`config.mk`:
```
export PLATFORM = sky130hd
export DESIGN_NAME = peak_hold_dot_driver_top
export DESIGN_NICKNAME = d
export VERILOG_FILES = /design/src/rtl/phd_pkg.sv /design/src/rtl/phd_cfg_regs.sv /design/src/rtl/phd_ctrl.sv /design/src/rtl/peak_hold_dot_driver_top.sv
export SDC_FILE = /design/constraint.sdc
export NUM_CORES = 1
export LEC_CHECK = 0
export ABC_AREA = 1
export BUFFER_PORTS_ARGS = -buffer_cell sky130_fd_sc_hd__buf_2
export CORE_MARGIN = 8
export CORE_UTILIZATION = 50
export DETAILED_ROUTE_END_ITERATION = 8
export GPL_ROUTABILITY_DRIVEN = 0
export PLACE_DENSITY = 0.67
export SLEW_MARGIN = 10
export SYNTH_ARGS = -nofsm -noshare
export SYNTH_HDL_FRONTEND = slang
export SYNTH_HIERARCHICAL = 1
export SYNTH_SLANG_ARGS = --single-unit
```
`constraint.sdc`:
```
create_clock -name clk_i -period 12.2 [get_ports clk_i]
set_clock_uncertainty 0.2 [all_clocks]
set_input_delay 1.22 -clock clk_i [delete_from_list [all_inputs] [get_ports clk_i]]
set_output_delay 1.22 -clock clk_i [all_outputs]
set_load 0.05 [all_outputs]
```
`src/rtl/phd_pkg.sv`:
```
// Shared types and constants for the peak and hold dot driver.
`default_nettype none

package phd_pkg;

  localparam int unsigned TIMER_BITS_DEF = 24;
  localparam int unsigned ADC_BITS_DEF   = 12;

  localparam int unsigned CUR_W  = 13;
  localparam int unsigned LEN_W  = 24;
  localparam int unsigned CFG_AW = 3;
  localparam int unsigned CFG_DW = 24;

  // mA per count is 1250 / 1024
  localparam int unsigned SCALE_MUL   = 1250;
  localparam int unsigned SCALE_SHIFT = 10;

  localparam logic [CUR_W-1:0] START_RST  = CUR_W'(800);
  localparam logic [CUR_W-1:0] HOLD_RST   = CUR_W'(400);
  localparam logic [CUR_W-1:0] BAND_RST   = CUR_W'(30);
  localparam logic [LEN_W-1:0] LENGTH_RST = LEN_W'(2000);
  localparam logic [LEN_W-1:0] PERIOD_RST = LEN_W'(20000);

  typedef enum logic [CFG_AW-1:0] {
    REG_START  = 3'd0,
    REG_HOLD   = 3'd1,
    REG_BAND   = 3'd2,
    REG_LENGTH = 3'd3,
    REG_PERIOD = 3'd4
  } reg_idx_e;

  typedef enum logic [1:0] {
    OP_TICK = 2'd0,
    OP_DOT  = 2'd1,
    OP_RUN  = 2'd2,
    OP_STOP = 2'd3
  } op_e;

  typedef enum logic [1:0] {
    PH_IDLE = 2'd0,
    PH_RAMP = 2'd1,
    PH_HOLD = 2'd2
  } phase_e;

  typedef struct packed {
    logic [CUR_W-1:0] start_current;
    logic [CUR_W-1:0] hold_current;
    logic [CUR_W-1:0] hold_band;
    logic [LEN_W-1:0] dot_length;
    logic [LEN_W-1:0] repeat_period;
  } cfg_t;

  typedef struct packed {
    logic   drive_on;
    phase_e phase;
    logic   running;
  } result_t;

endpackage

`default_nettype wire

```
`src/rtl/phd_cfg_regs.sv`:
```
// Configuration register file of the peak and hold dot driver.
`default_nettype none

module phd_cfg_regs (
  input  wire logic                       clk_i,
  input  wire logic                       rst_ni,
  input  wire logic                       cfg_we_i,
  input  wire logic [phd_pkg::CFG_AW-1:0] cfg_addr_i,
  input  wire logic [phd_pkg::CFG_DW-1:0] cfg_data_i,
  output phd_pkg::cfg_t                   cfg_o
);

  phd_pkg::cfg_t cfg_q, cfg_d;

  always_comb begin
    cfg_d = cfg_q;
    if (cfg_we_i) begin
      case (cfg_addr_i)
        phd_pkg::REG_START:  cfg_d.start_current = cfg_data_i[phd_pkg::CUR_W-1:0];
        phd_pkg::REG_HOLD:   cfg_d.hold_current  = cfg_data_i[phd_pkg::CUR_W-1:0];
        phd_pkg::REG_BAND:   cfg_d.hold_band     = cfg_data_i[phd_pkg::CUR_W-1:0];
        phd_pkg::REG_LENGTH: cfg_d.dot_length    = cfg_data_i[phd_pkg::LEN_W-1:0];
        phd_pkg::REG_PERIOD: cfg_d.repeat_period = cfg_data_i[phd_pkg::LEN_W-1:0];
        default: ; // unknown index, ignored
      endcase
    end
  end

  always_ff @(posedge clk_i or negedge rst_ni) begin
    if (!rst_ni) begin
      cfg_q.start_current <= phd_pkg::START_RST;
      cfg_q.hold_current  <= phd_pkg::HOLD_RST;
      cfg_q.hold_band     <= phd_pkg::BAND_RST;
      cfg_q.dot_length    <= phd_pkg::LENGTH_RST;
      cfg_q.repeat_period <= phd_pkg::PERIOD_RST;
    end else begin
      cfg_q <= cfg_d;
    end
  end

  assign cfg_o = cfg_q;

endmodule

`default_nettype wire

```
`src/rtl/phd_ctrl.sv`:
```
// Dot state machine, timers and current comparisons, one update per tick.
`default_nettype none

module phd_ctrl #(
  parameter int unsigned TIMER_BITS = phd_pkg::TIMER_BITS_DEF,
  parameter int unsigned ADC_BITS   = phd_pkg::ADC_BITS_DEF
) (
  input  wire logic                clk_i,
  input  wire logic                rst_ni,
  input  wire logic                step_i,
  input  wire logic [1:0]          op_i,
  input  wire logic [ADC_BITS-1:0] adc_i,
  input  wire phd_pkg::cfg_t       cfg_i,
  output phd_pkg::result_t         res_o
);

  localparam int unsigned PROD_W = ADC_BITS + 11;
  localparam int unsigned MA_W   = PROD_W - phd_pkg::SCALE_SHIFT;
  localparam int unsigned CW     =
    ((MA_W > phd_pkg::CUR_W) ? MA_W : phd_pkg::CUR_W) + 1;
  localparam int unsigned PW     =
    (TIMER_BITS > phd_pkg::LEN_W) ? TIMER_BITS : phd_pkg::LEN_W;
  localparam logic [TIMER_BITS-1:0] TMAX   = {TIMER_BITS{1'b1}};
  localparam logic [PW-1:0]         TMAX_W = PW'(TMAX);

  phd_pkg::phase_e         phase_q, phase_d;
  logic                    run_q, run_d;
  logic                    drive_q, drive_d;
  logic [TIMER_BITS-1:0]   elapsed_q, elapsed_d;
  logic [TIMER_BITS-1:0]   count_q, count_d;

  logic [PROD_W-1:0] prod;
  logic [MA_W-1:0]   ma;
  logic [CW-1:0]     ma_x, start_x, hold_x, band_x;
  logic [PW-1:0]     period_x;
  logic [TIMER_BITS-1:0] period_ld;

  assign prod     = PROD_W'(adc_i) * PROD_W'(phd_pkg::SCALE_MUL);
  assign ma       = prod[PROD_W-1:phd_pkg::SCALE_SHIFT];
  assign ma_x     = CW'(ma);
  assign start_x  = CW'(cfg_i.start_current);
  assign hold_x   = CW'(cfg_i.hold_current);
  assign band_x   = CW'(cfg_i.hold_band);
  assign period_x = PW'(cfg_i.repeat_period);
  assign period_ld = (period_x > TMAX_W) ? TMAX : TIMER_BITS'(period_x);

  // next state
  always_comb begin
    phase_d   = phase_q;
    run_d     = run_q;
    drive_d   = drive_q;
    elapsed_d = elapsed_q;
    count_d   = count_q;

    case (op_i)
      phd_pkg::OP_DOT: begin
        run_d = 1'b0;
        if (phase_q == phd_pkg::PH_IDLE) begin
          phase_d   = phd_pkg::PH_RAMP;
          elapsed_d = '0;
        end
      end
      phd_pkg::OP_RUN: begin
        run_d   = 1'b1;
        count_d = '0;
      end
      phd_pkg::OP_STOP: begin
        run_d   = 1'b0;
        phase_d = phd_pkg::PH_IDLE;
        drive_d = 1'b0;
      end
      default: ;
    endcase

    if (count_d != '0) count_d = count_d - 1'b1;
    if (run_d && phase_d == phd_pkg::PH_IDLE && count_d == '0) begin
      phase_d   = phd_pkg::PH_RAMP;
      elapsed_d = '0;
      count_d   = period_ld;
    end

    if (phase_d == phd_pkg::PH_IDLE) begin
      drive_d = 1'b0;
    end else if (PW'(elapsed_d) > PW'(cfg_i.dot_length)) begin
      phase_d = phd_pkg::PH_IDLE;
      drive_d = 1'b0;
    end else begin
      if (phase_d == phd_pkg::PH_RAMP) begin
        drive_d = 1'b1;
        if (ma_x >= start_x) phase_d = phd_pkg::PH_HOLD;
      end else begin
        // hysteresis; low side written as ma + band < hold to stay unsigned
        if (ma_x > hold_x + band_x) drive_d = 1'b0;
        else if (ma_x + band_x < hold_x) drive_d = 1'b1;
      end
      if (elapsed_d != TMAX) elapsed_d = elapsed_d + 1'b1;
    end
  end

  // result of this tick
  always_comb begin
    res_o.drive_on = drive_d;
    res_o.phase    = phase_d;
    res_o.running  = run_d;
  end

  always_ff @(posedge clk_i or negedge rst_ni) begin
    if (!rst_ni) begin
      phase_q   <= phd_pkg::PH_IDLE;
      run_q     <= 1'b0;
      drive_q   <= 1'b0;
      elapsed_q <= '0;
      count_q   <= '0;
    end else if (step_i) begin
      phase_q   <= phase_d;
      run_q     <= run_d;
      drive_q   <= drive_d;
      elapsed_q <= elapsed_d;
      count_q   <= count_d;
    end
  end

endmodule

`default_nettype wire

```
`src/rtl/peak_hold_dot_driver_top.sv`:
```
// Top level of the peak and hold dot driver.
//
// Usage: one input request per microsecond tick carries a command
// (operation_i: tick only, single dot, run, stop) and the current-sense
// sample adc_sample_i. Each request yields exactly one result request with
// the driver state (drive_on_o), the dot phase (phase_o) and the run flag
// (running_o) as they stand after that tick's update.
// Both channels are valid/ready. The configuration port (cfg_we_i,
// cfg_addr_i, cfg_data_i) writes one register per cycle, no wait; write
// it only while no request is in flight.
// An accepted request waits in the input register, then its update lands
// in the result register. Throughput: one request per cycle while the
// result is not stalled; the whole update is a single pass of compares, a
// constant multiply and two counters between the input and result registers.
// Stall: a result waiting on out_ready_i holds; the input register still
// takes one more request, then in_ready_o drops until the result drains.
// Reset: both valids clear, the dot state goes idle with the driver off,
// run mode off, timers zero, registers back to their defaults.
`default_nettype none

module peak_hold_dot_driver_top #(
  parameter int unsigned TIMER_BITS = phd_pkg::TIMER_BITS_DEF,
  parameter int unsigned ADC_BITS   = phd_pkg::ADC_BITS_DEF
) (
  input  wire logic                       clk_i,
  input  wire logic                       rst_ni,
  input  wire logic                       cfg_we_i,
  input  wire logic [phd_pkg::CFG_AW-1:0] cfg_addr_i,
  input  wire logic [phd_pkg::CFG_DW-1:0] cfg_data_i,
  input  wire logic                       in_valid_i,
  output logic                            in_ready_o,
  input  wire logic [1:0]                 operation_i,
  input  wire logic [ADC_BITS-1:0]        adc_sample_i,
  output logic                            out_valid_o,
  input  wire logic                       out_ready_i,
  output logic                            drive_on_o,
  output logic [1:0]                      phase_o,
  output logic                            running_o
);

  phd_pkg::cfg_t    cfg;
  phd_pkg::result_t res;

  // input register
  logic                in_vld_q;
  logic [1:0]          op_q;
  logic [ADC_BITS-1:0] adc_q;
  // result register
  logic                out_vld_q;
  phd_pkg::result_t    res_q;

  logic adv; // input register moves into the result register

  assign adv        = in_vld_q && (!out_vld_q || out_ready_i);
  assign in_ready_o = !in_vld_q || adv;

  phd_cfg_regs u_cfg (
    .clk_i      (clk_i),
    .rst_ni     (rst_ni),
    .cfg_we_i   (cfg_we_i),
    .cfg_addr_i (cfg_addr_i),
    .cfg_data_i (cfg_data_i),
    .cfg_o      (cfg)
  );

  phd_ctrl #(
    .TIMER_BITS (TIMER_BITS),
    .ADC_BITS   (ADC_BITS)
  ) u_ctrl (
    .clk_i  (clk_i),
    .rst_ni (rst_ni),
    .step_i (adv),
    .op_i   (op_q),
    .adc_i  (adc_q),
    .cfg_i  (cfg),
    .res_o  (res)
  );

  always_ff @(posedge clk_i or negedge rst_ni) begin
    if (!rst_ni) begin
      in_vld_q  <= 1'b0;
      out_vld_q <= 1'b0;
    end else begin
      if (in_ready_o) in_vld_q <= in_valid_i;
      if (adv) out_vld_q <= 1'b1;
      else if (out_ready_i) out_vld_q <= 1'b0;
    end
  end

  always_ff @(posedge clk_i) begin
    if (in_valid_i && in_ready_o) begin
      op_q  <= operation_i;
      adc_q <= adc_sample_i;
    end
    if (adv) res_q <= res;
  end

  assign out_valid_o = out_vld_q;
  assign drive_on_o  = res_q.drive_on;
  assign phase_o     = res_q.phase;
  assign running_o   = res_q.running;

endmodule

`default_nettype wire

```
# Yosys cells after proc, flatten, opt, wreduce, memory -nomap -nowiden

Cells that the tools add are included.

Register bits: 159

$add $sub $neg: 4
Multiply operators: 1
Order comparisons: 5
Equal/unequal tests: 9
Muxes and demuxes: 26
Reduce and logical (&&, ||, !) cells: 21

Operators with widths:

| kind                   | count |
|---|---|
| $mux 24                | 10 |
| $add 13x13->14         | 2 |
| $add 24x1->24 const B  | 1 |
| $gt 24x24->1           | 1 |
| $gt 24x24->1 const B   | 1 |
| $logic_not 24->1       | 1 |
| $ne 24x24->1 const B   | 1 |
| $reduce_bool 24->1     | 1 |
| $sub 24x1->24 const B  | 1 |
| $mul 12x10->22 const B | 1 |
| $gt 13x14->1           | 1 |
| $lt 14x13->1           | 1 |
| $ge 13x13->1           | 1 |
| $mux 2                 | 6 |
| $reduce_and 2->1       | 5 |
| $mux 1                 | 8 |
| $eq 3x2->1 const B     | 2 |
| $logic_not 2->1        | 3 |
| $eq 2x1->1 const B     | 2 |
| $eq 2x2->1 const B     | 2 |
| $logic_and 1x1->1      | 4 |
| $pmux 2 s2             | 1 |
| $eq 3x1->1 const B     | 1 |
| $eq 3x3->1 const B     | 1 |
| 6 further kinds        | 8 |

# Depth between registers and ports, before layout

Gate-level depths: netlist of run 1.

Depth after elaboration: 11
Depth in mapped cells: 42
Gate-level depth less buffers: 42

# Hierarchy

The synthesis of run 1 kept the hierarchy.

Modules (own cells, without submodules):

| module                   | instances | cells an instance | area each (µm²) | sequential area each (µm²) |
|---|---|---|---|---|
| phd_ctrl                 | 1         | 1,248             | 8,425.6         | 1,301.2 |
| phd_cfg_regs             | 1         | 388               | 3,465.8         | 2,203.4 |
| peak_hold_dot_driver_top | 1         | 30                | 635.6           | 590.6 |

# Worst setup path after synthesis of run 1

OpenSTA, ideal clock, no wires.

Path kind: register to register
Start point: reg adc_q[4]
End point: reg res_q, in the netlist drive_on_o (data pin)
Data arrival time: 5.911 ns
Data required time: 11.749 ns
Setup slack: 5.837 ns
Stages on the path, launching flop included: 38
Path buffers: 1
Period minus slack after synthesis: 6.363 ns
Path through: edfxtp_1 inv_1 fa_1 inv_1 ha_1 inv_1 fa_1 inv_1 ha_1 fa_1 ha_1 nand2_1 nand2_1 nand2_1 nand2_1 nand2_1 nand2_1 nand2_1 [2 not listed] nand2_1 a21boi_0 xnor2_1 ha_1 a21oi_1 o21ai_0 xor2_1 ha_1 nand4_1 o221ai_1 nand3_1 nand2_1 nand2_1 nand2_1 o21ai_0 a21oi_1 nor2_1 buf_4

Longest elaborated chain between the ends: 8
Elaborated cells on any way between the ends: 9
Those cells by class: add/sub: 1; mul: 1; order compare: 2; mux: 5

RTL lines:

| item                     | line                           | RTL |
|---|---|---|
| start: declaration       | peak_hold_dot_driver_top.sv:47 | `logic [ADC_BITS-1:0] adc_q;` |
| start signal: assignment | peak_hold_dot_driver_top.sv:93 | `adc_q <= adc_sample_i;` |
| $mul 12x10->22 *         | phd_ctrl.sv:38                 | `assign prod = PROD_W'(adc_i) * PROD_W'(phd_pkg::SCALE_MUL);` |
| $add 13x13->14           | phd_ctrl.sv:94                 | `else if (ma_x + band_x < hold_x) drive_d = 1'b1;` |
| $lt 14x13->1             | phd_ctrl.sv:94                 |  |
| $mux 1                   | phd_ctrl.sv:94                 |  |
| $mux 1 *                 | phd_ctrl.sv:93                 | `if (ma_x > hold_x + band_x) drive_d = 1'b0;` |
| $mux 1 *                 | phd_ctrl.sv:88                 | `if (phase_d == phd_pkg::PH_RAMP) begin` |
| $mux 1 *                 | phd_ctrl.sv:84                 | `end else if (PW'(elapsed_d) > PW'(cfg_i.dot_length)) begin` |
| $mux 1 *                 | phd_ctrl.sv:82                 | `if (phase_d == phd_pkg::PH_IDLE) begin` |
| named net u_ctrl.drive_d | phd_ctrl.sv:28                 | `logic drive_q, drive_d;` |
| end signal: assignment   | peak_hold_dot_driver_top.sv:95 | `if (adv) res_q <= res;` |
| end: declaration         | peak_hold_dot_driver_top.sv:50 | `phd_pkg::result_t res_q;` |

The timed path passes the listed nets; every way through them passes the cells marked *.
A chain may end at the register's enable or synchronous reset.

==> reports/qor.yml, run 1 <==
outcome: "complete, no violations"
rsz0062_at_grt: "no"
cts-root-buf: "clkbuf_16"
critPathLaunchType: "flop"
cts_resized: 0
setup_slack_ps: 5170
ys_ff_latch: 159
htreeDepth: 4
synth_compound_area_share_pct: 9.57
post_drt_wl_per_cell_um: 15.8
antenna_found_initial: 0
syn_inst: 1666
report.final.setup_viol: 0
worst_path_max_delay_cell: "fa_1"
overflow: 0
worst_pin_slew_ps: 1130
register_area_um2: 4100
avgSynthCellArea_um2: 7.52
synth_cell_types: 47
pwr-share-comb_pct: 60.5
slew_headroom_pct: 24.6
ctsHoldBuffers: 0
min_path_type: "flop to flop"
hold_violations: 0
drc: 0
use_met3_pct: 2.73
min_period_ps: 7030
switching_share_pct: 47.5
r2r_cells: 37
use_met2_pct: 33.7
dp_slack_ps: 5250
fin_nets: 1912
grt_busiest_layer: "met2"
synth-edff-count: 18
dp_hpwl_um: 23600
clk_latency_ps: 430
netlist_area_um2: 12500
synth_top_family_by_area: "simple AND/OR/NAND/NOR gates"
critical_path_class: "flop to flop"
critPathMaxStageDelay_ps: 550
yosysSeqAreaShare_pct: 32.7
grt_pass1_vias: 10500
die_h_um: 174
wirelength_um: 32200
intPower_mw: 1.73
dr_total_vias: 10900
p_per_area_nw_per_um2: 242
crit_required_ps: 12290
path_clk_slew_ps: 70
fin_crit_sh_pct: 57.6
synth_flop_cell: "dfrtp_1"
die_area_um2: 30400
tritoncts: "yes"
first_pass_iters: 7
clk_path_buf_depth: 2
syn_nets: 1885
first_iter_violations: 1003
worstPathMaxFanout: 4
seq_power_share_pct: 22.5
die_w_um: 174
grt_max_degree: 73
drv_cap: 0
fmax_mhz: 142
grt_usage_pct: 21.4
crit_top_cell: "nand2_1"
yosysWarnings: 6
clock_power_share_pct: 17.0
num_io_pins: 52
report.final.slew_viol_count: 0
cts.sinks: 159
antennaDiodeCount: 0
cp_data_arrival_time_ps: 7120
nFillCells: 2344
synth_xor_area_share_pct: 2.80
cts_made_buffers: 17
syn_to_final_growth_pct: 8.63
multi_input_area_um2: 7270
end_kind: "flop"
cts_setup_buffers: 0
drive_gt1_share_pct: 8.97
hold_depth: 2
port_buffers: 51
p_leak_nw: 7.23
tns_ps: 0
grt_pass1_wl_um: 53100
synthMuxAreaShare_pct: 0
synthAdderAreaFrac_pct: 18.7
core_region_area_um2: 24900
synthArstFlopShare_pct: 88.7
power_switching_mw: 1.57
ir_worst_vdd_v: 0.000138
ant_nets: 0
vias_per_cell: 5.36
fp-row-count: 58
grtUsageMet1_pct: 30.1
synthSimpleGateAreaFrac_pct: 26.8
start_util_pct: 50.3
==> cells in the final DEF, fill, tap and decap left out, types with 5 or more instances in the layout <==
master     synthesis  final
o21ai_0           60     60
o21bai_1          11     11
or2_2              5      5
clkbuf_16          0     17
inv_2              7      7
nand2_1          468    468
nor2_1           107    106
o21ai_1           31     31
nand3_1          138    138
dfstp_2           21     21
nor2_2             7      8
o211ai_1           5      5
buf_2             22     50
nand2_2            7      7
a21oi_1           77     76
nor3_1            17     16
dfrtp_1          120    120
xor2_1            25     25
o22ai_1            8      8
edfxtp_1          18     18
fa_1              24     24
ha_1             149    149
inv_1            233    233
xnor2_1           15     15
buf_4              9      8
nand4_1           16     16
nand3b_1          11     11
==> metrics by stage <==
stage               cells  util [%]  hold WS (ps)  instance area (um^2)  power, mW
floorplan            1666         -           237                 12500       2.25
global placement     2004      52.2           249                 13000       2.64
detailed placement   2004      52.2           254                 13000       2.70
CTS                  2036      54.7           265                 13600       3.28
global route         2036      54.7           284                 13600       3.61
finish               2036      54.7           263                 13600       3.30
==> worst paths after layout <==
kind	from	end	slack (ps)
worst max-delay path	adc_q[4]$_DFFE_PP_	u_ctrl/drive_q$_DFFE_PN0P_	5170
worst min-delay path	u_cfg/cfg_o[11]$_DFFE_PN1P_	u_cfg/cfg_o[11]$_DFFE_PN1P_	260
worst max register to register	adc_q[4]$_DFFE_PP_	u_ctrl/drive_q$_DFFE_PN0P_	5170
worst min register to register	u_cfg/cfg_o[11]$_DFFE_PN1P_	u_cfg/cfg_o[11]$_DFFE_PN1P_	260
max in group asynchronous	rst_ni	u_ctrl/count_q[1]$_DFFE_PN0P_	9790
min in group asynchronous	rst_ni	u_cfg/cfg_o[20]$_DFFE_PN0P_	600
==> registers in the layout, indices dropped and copies added, names as in the netlist <==
| signal | cells |
|---|---|
| running_o | 1 |
| u_ctrl/run_q | 1 |
| u_cfg/cfg_o | 87 |
| u_ctrl/count_q | 24 |
| phase_o | 2 |
| adc_q | 12 |
| op_q | 2 |
| u_ctrl/phase_q | 2 |
| in_vld_q | 1 |
| drive_on_o | 1 |
| u_ctrl/elapsed_q | 24 |
| u_ctrl/drive_q | 1 |
| out_valid_o | 1 |
==> critical path, delay by kind of cell, from the launching register on <==
family / cells / cell delay [ps]
flops: 1 / 400
compound gates: 8 / 1280
xor+xnor: 1 / 140
buf+inv: 5 / 330
fa+ha+maj: 8 / 3100
simple gates: 15 / 1420
==> cell usage after synthesis, types with 2 or more instances <==
cell type	instances	area (um^2)
nand2_1	468	1760
inv_1	233	875
ha_1	149	1860
nand3_1	138	691
dfrtp_1	120	3000
nor2_1	107	402
a21oi_1	77	385
o21ai_0	60	300
o21ai_1	31	155
xor2_1	25	219
fa_1	24	480
buf_2	22	110
dfstp_2	21	552
edfxtp_1	18	541
nor3_1	17	85.1
nand4_1	16	100
xnor2_1	15	131
clkbuf_1	12	45.0
nand3b_1	11	82.6
o21bai_1	11	82.6
buf_4	9	67.6
o22ai_1	8	50.1
inv_2	7	26.3
nand2_2	7	43.8
nor2_2	7	43.8
buf_1	5	18.8
o211ai_1	5	37.5
or2_2	5	31.3
nor2_4	4	45.0
o21ai_2	4	35.0
o221ai_1	4	35.0
a211oi_1	3	22.5
a31oi_1	3	18.8
buf_6	3	33.8
a21boi_0	2	15.0
clkinv_1	2	7.51
nand3_2	2	20.0
nand3_4	2	35.0
==> power groups by stage <==
| stage | clock [mW] | sequential (mW) | combinational [mW] |
|---|---|---|---|
| final | 0.560 | 0.743 | 2.00 |
| after global routing | 0.590 | 0.756 | 2.26 |
| after CTS | 0.570 | 0.742 | 1.97 |
| after detailed placement | 0 | 0.750 | 1.95 |
| after global placement | 0 | 0.749 | 1.89 |
| after floorplan | 0 | 0.734 | 1.51 |
==> layer usage <==
metal  vias up  wire, um  part of all wire, %
met1      5126     15200                   47
met3        40      1810                  5.6
met4         0       593                  1.8
li1       5447         -                    -
met5         -         0                    0
met2       309     14600                   45
==> layout make-up <==
cell class	count	area share (%)
Clock buffer	18	3.15
Clock inverter	14	1.28
Inverter	242	6.68
Multi-Input combinational cell	1214	53.4
Sequential cell	159	30.1
Tap cell	330	3.03
Timing Repair Buffer	59	2.36
==> cells by family (layout without fill, tap and decap cells) <==
family                   Yosys count  after routing
AO/OA/AOI/OAI                    215            215
XOR/XNOR                          40             40
adder cells (fa/ha/maj)          173            173
buffers and inverters            293            333
flip-flops                       159            159
AND/OR/NAND/NOR                  786            786
Note: power is estimated with default switching activity, not from simulation.
==> run 2: changes to the inputs <==
--- a/config.mk
+++ b/config.mk
@@ -11,7 +11,7 @@
 export CORE_UTILIZATION = 50
 export DETAILED_ROUTE_END_ITERATION = 8
 export GPL_ROUTABILITY_DRIVEN = 0
-export PLACE_DENSITY = 0.67
+export PLACE_DENSITY = 0.69
 export SLEW_MARGIN = 10
 export SYNTH_ARGS = -nofsm -noshare
 export SYNTH_HDL_FRONTEND = slang
==> constraint.sdc (replaced) <==
create_clock -name clk_i -period 5.7 [get_ports clk_i]
set_clock_uncertainty 0.2 [all_clocks]
set_input_delay 0.57 -clock clk_i [delete_from_list [all_inputs] [get_ports clk_i]]
set_output_delay 0.57 -clock clk_i [all_outputs]
set_load 0.05 [all_outputs]
==> run 2 against run 1 <==
  * The run now ends with hold timing, setup timing left
  * Register-to-register slack worse by 6000 ps
  * Worst setup slack lost 6000 ps
  * Hold slack got worse by 280 ps
  * Maximum frequency up 8.3%
  * Final area is 6.8% higher
  * Total power rose to 2.5 times the previous value
==> reports/qor.yml, run 2 (synthesized netlist as in run 1, its figures left out) <==
outcome: "finished, violations left"  # was complete, no violations
violations: "hold timing, setup timing"
port_buffers: 51  # unchanged
intPower_mw: 4.59  # was 1.73 mW
layout_commonest_cell: "nand2_1"  # unchanged
layout_common_cells: "451 x nand2_1, 226 x inv_1, 138 x ha_1"  # was 468 x nand2_1, 233 x inv_1, 149 x ha_1
rsz0062_at_grt: "yes"  # was no
power_switching_mw: 3.72  # was 1.57 mW
syn_to_final_growth_pct: 16.0  # was 8.63%
report.final.setup_viol: 6  # was 0
dp_hpwl_um: 24300  # was 23600 um
placed_area_um2: 13600  # was 13000 um^2
hold_violations: 9  # was 0
slew_headroom_pct: 25.0  # was 24.6%
worstPathMaxFanout: 3  # was 4
start_util_pct: 50.3  # unchanged
pwr-share-comb_pct: 67.3  # was 60.5%
post_drt_wl_per_cell_um: 15.5  # was 15.8 um
tns_ps: -2310  # was 0 ps
r2r_cells: 40  # was 37
cp_data_arrival_time_ps: 6470  # was 7120 ps
vias_per_cell: 5.31  # was 5.36
first_pass_iters: 5  # was 7
core_region_area_um2: 24900  # unchanged
worst_pin_slew_ps: 1120  # was 1130 ps
critPathLaunchType: "flop"  # unchanged
ctsHoldBuffers: 0  # unchanged
cts-root-buf: "clkbuf_16"  # unchanged
setup_slack_ps: -790  # was 5170 ps
regToRegStartpoint: "adc_q[4]$_DFFE_PP_"  # unchanged
min_path_type: "input port to async pin"  # was flop to flop
overflow: 0  # unchanged
power_mw: 8.31  # was 3.30 mW
tritoncts: "yes"  # unchanged
min_period_ps: 6490  # was 7030 ps
critical_path_class: "flop to flop"  # unchanged
p_per_area_nw_per_um2: 572  # was 242 nW/um^2
wirelength_um: 32900  # was 32200 um
dr_total_vias: 11300  # was 10900
ant_nets: 0  # unchanged
fp-row-count: 58  # unchanged
num_io_pins: 52  # unchanged
report.final.slew_viol_count: 0  # unchanged
first_iter_violations: 809  # was 1003
die_h_um: 174  # unchanged
fin_crit_sh_pct: 114  # was 57.6%
p_leak_nw: 7.65  # was 7.23 nW
drc: 0  # unchanged
antenna_found_initial: 0  # unchanged
die_w_um: 174  # unchanged
drive_gt1_share_pct: 16.2  # was 8.97%
cts_made_buffers: 17  # unchanged
fmax_mhz: 154  # was 142 MHz
drv_cap: 0  # unchanged
antennaDiodeCount: 0  # unchanged
critPathMaxStageDelay_ps: 540  # was 550 ps
cts.sinks: 159  # unchanged
fin_nets: 1995  # was 1912
largest_reg_flops: 87  # unchanged
worst_path_max_delay_cell: "fa_1"  # unchanged
design_area_um2: 14500  # was 13600 um^2
crit_required_ps: 5680  # was 12290 ps
crit_top_cell: "nand2_2"  # was nand2_1
r2r-end: "drive_on_o$_DFFE_PP_"  # was u_ctrl/drive_q$_DFFE_PN0P_
clk_latency_ps: 430  # about the same
grt_pass1_wl_um: 54500  # was 53100 um
grt_pass1_vias: 11100  # was 10500
utilization_pct: 58.4  # was 54.7%
switching_share_pct: 44.8  # was 47.5%
die_area_um2: 30400  # unchanged
htreeDepth: 4  # unchanged
end_kind: "flop"  # unchanged
seq_power_share_pct: 19.2  # was 22.5%
rrSetupSlack_ps: -790  # was 5170 ps
hold_ws_ps: -15.3  # was 263 ps
path_clk_slew_ps: 70  # about the same
clk_path_buf_depth: 2  # unchanged
clock_power_share_pct: 13.5  # was 17.0%
grt_max_degree: 83  # was 73
grt_usage_pct: 21.8  # was 21.4%
ir_worst_vdd_v: 0.000391  # was 0.000138 V
## run 2: stage by stage
| step | instances | worst slack (ps) |
|---|---|---|
| after floorplan | 1666 | -485 |
| after global placement | 2071 | -616 |
| after detailed placement | 2071 | -788 |
| after CTS | 2113 | -651 |
| after global routing | 2119 | -1200 |
| final | 2119 | -790 |
## run 2: power groups by stage
stage / Sequential, mW / Combinational [mW] / Clock (mW)
2_1_floorplan: 1.57 / 3.35 / 0
4_1_cts: 1.59 / 5.28 / 1.14
3_5_place_dp: 1.61 / 4.96 / 0
3_3_place_gp: 1.60 / 4.82 / 0
5_1_grt: 1.62 / 6.32 / 1.18
6_report: 1.59 / 5.59 / 1.12
## run 2: layout make-up
class                           count  area [um^2]
Tap cell                          330          413
Clock inverter                     11         92.6
Inverter                          242          908
Clock buffer                       21          482
Multi-Input combinational cell   1215         7590
Timing Repair Buffer              141          953
Fill cell                        2268        10400
Sequential cell                   159         4100
## run 2: layer usage
metal | vias to the layer above | global-route usage (%) | part of all wire [%] | routed length (um)
li1 | 5610 | - | - | -
met1 | 5271 | 29.4 | 46 | 15200
met2 | 331 | 35.5 | 46 | 15200
met3 | 46 | 3.49 | 5.4 | 1790
met4 | 0 | 6.45 | 2.2 | 713
met5 | - | 0 | 0 | 0
## run 2: worst max path at each step
stage                                 endpoint               start  slack (ps)  depth (start not counted)
floorplan                 drive_on_o$_DFFE_PP_  adc_q[5]$_DFFE_PP_        -480                         39
global placement    u_ctrl/drive_q$_DFFE_PN0P_  adc_q[5]$_DFFE_PP_        -620                         40
detailed placement  u_ctrl/drive_q$_DFFE_PN0P_  adc_q[5]$_DFFE_PP_        -790                         40
CTS                 u_ctrl/drive_q$_DFFE_PN0P_  adc_q[4]$_DFFE_PP_        -650                         40
global route        u_ctrl/drive_q$_DFFE_PN0P_  adc_q[4]$_DFFE_PP_       -1200                         40
finish                    drive_on_o$_DFFE_PP_  adc_q[4]$_DFFE_PP_        -790                         40
## run 2: what timing repair did
item                       in CTS  in global routing
setup buffers                  10                  5
resized for setup              25                 32
cloned                          0                  1
setup endpoints to repair       6                 29
pin swaps                      33                 34
## run 2: critical path: cells and delay by family, from the launching register on
kind                     cells  cell delay (ps)
adder cells (fa/ha/maj)      8             2770
AND/OR/NAND/NOR             14             1110
AO/OA/AOI/OAI                8              940
buffers and inverters        9              690
flip-flops                   1              360
XOR/XNOR                     1              150
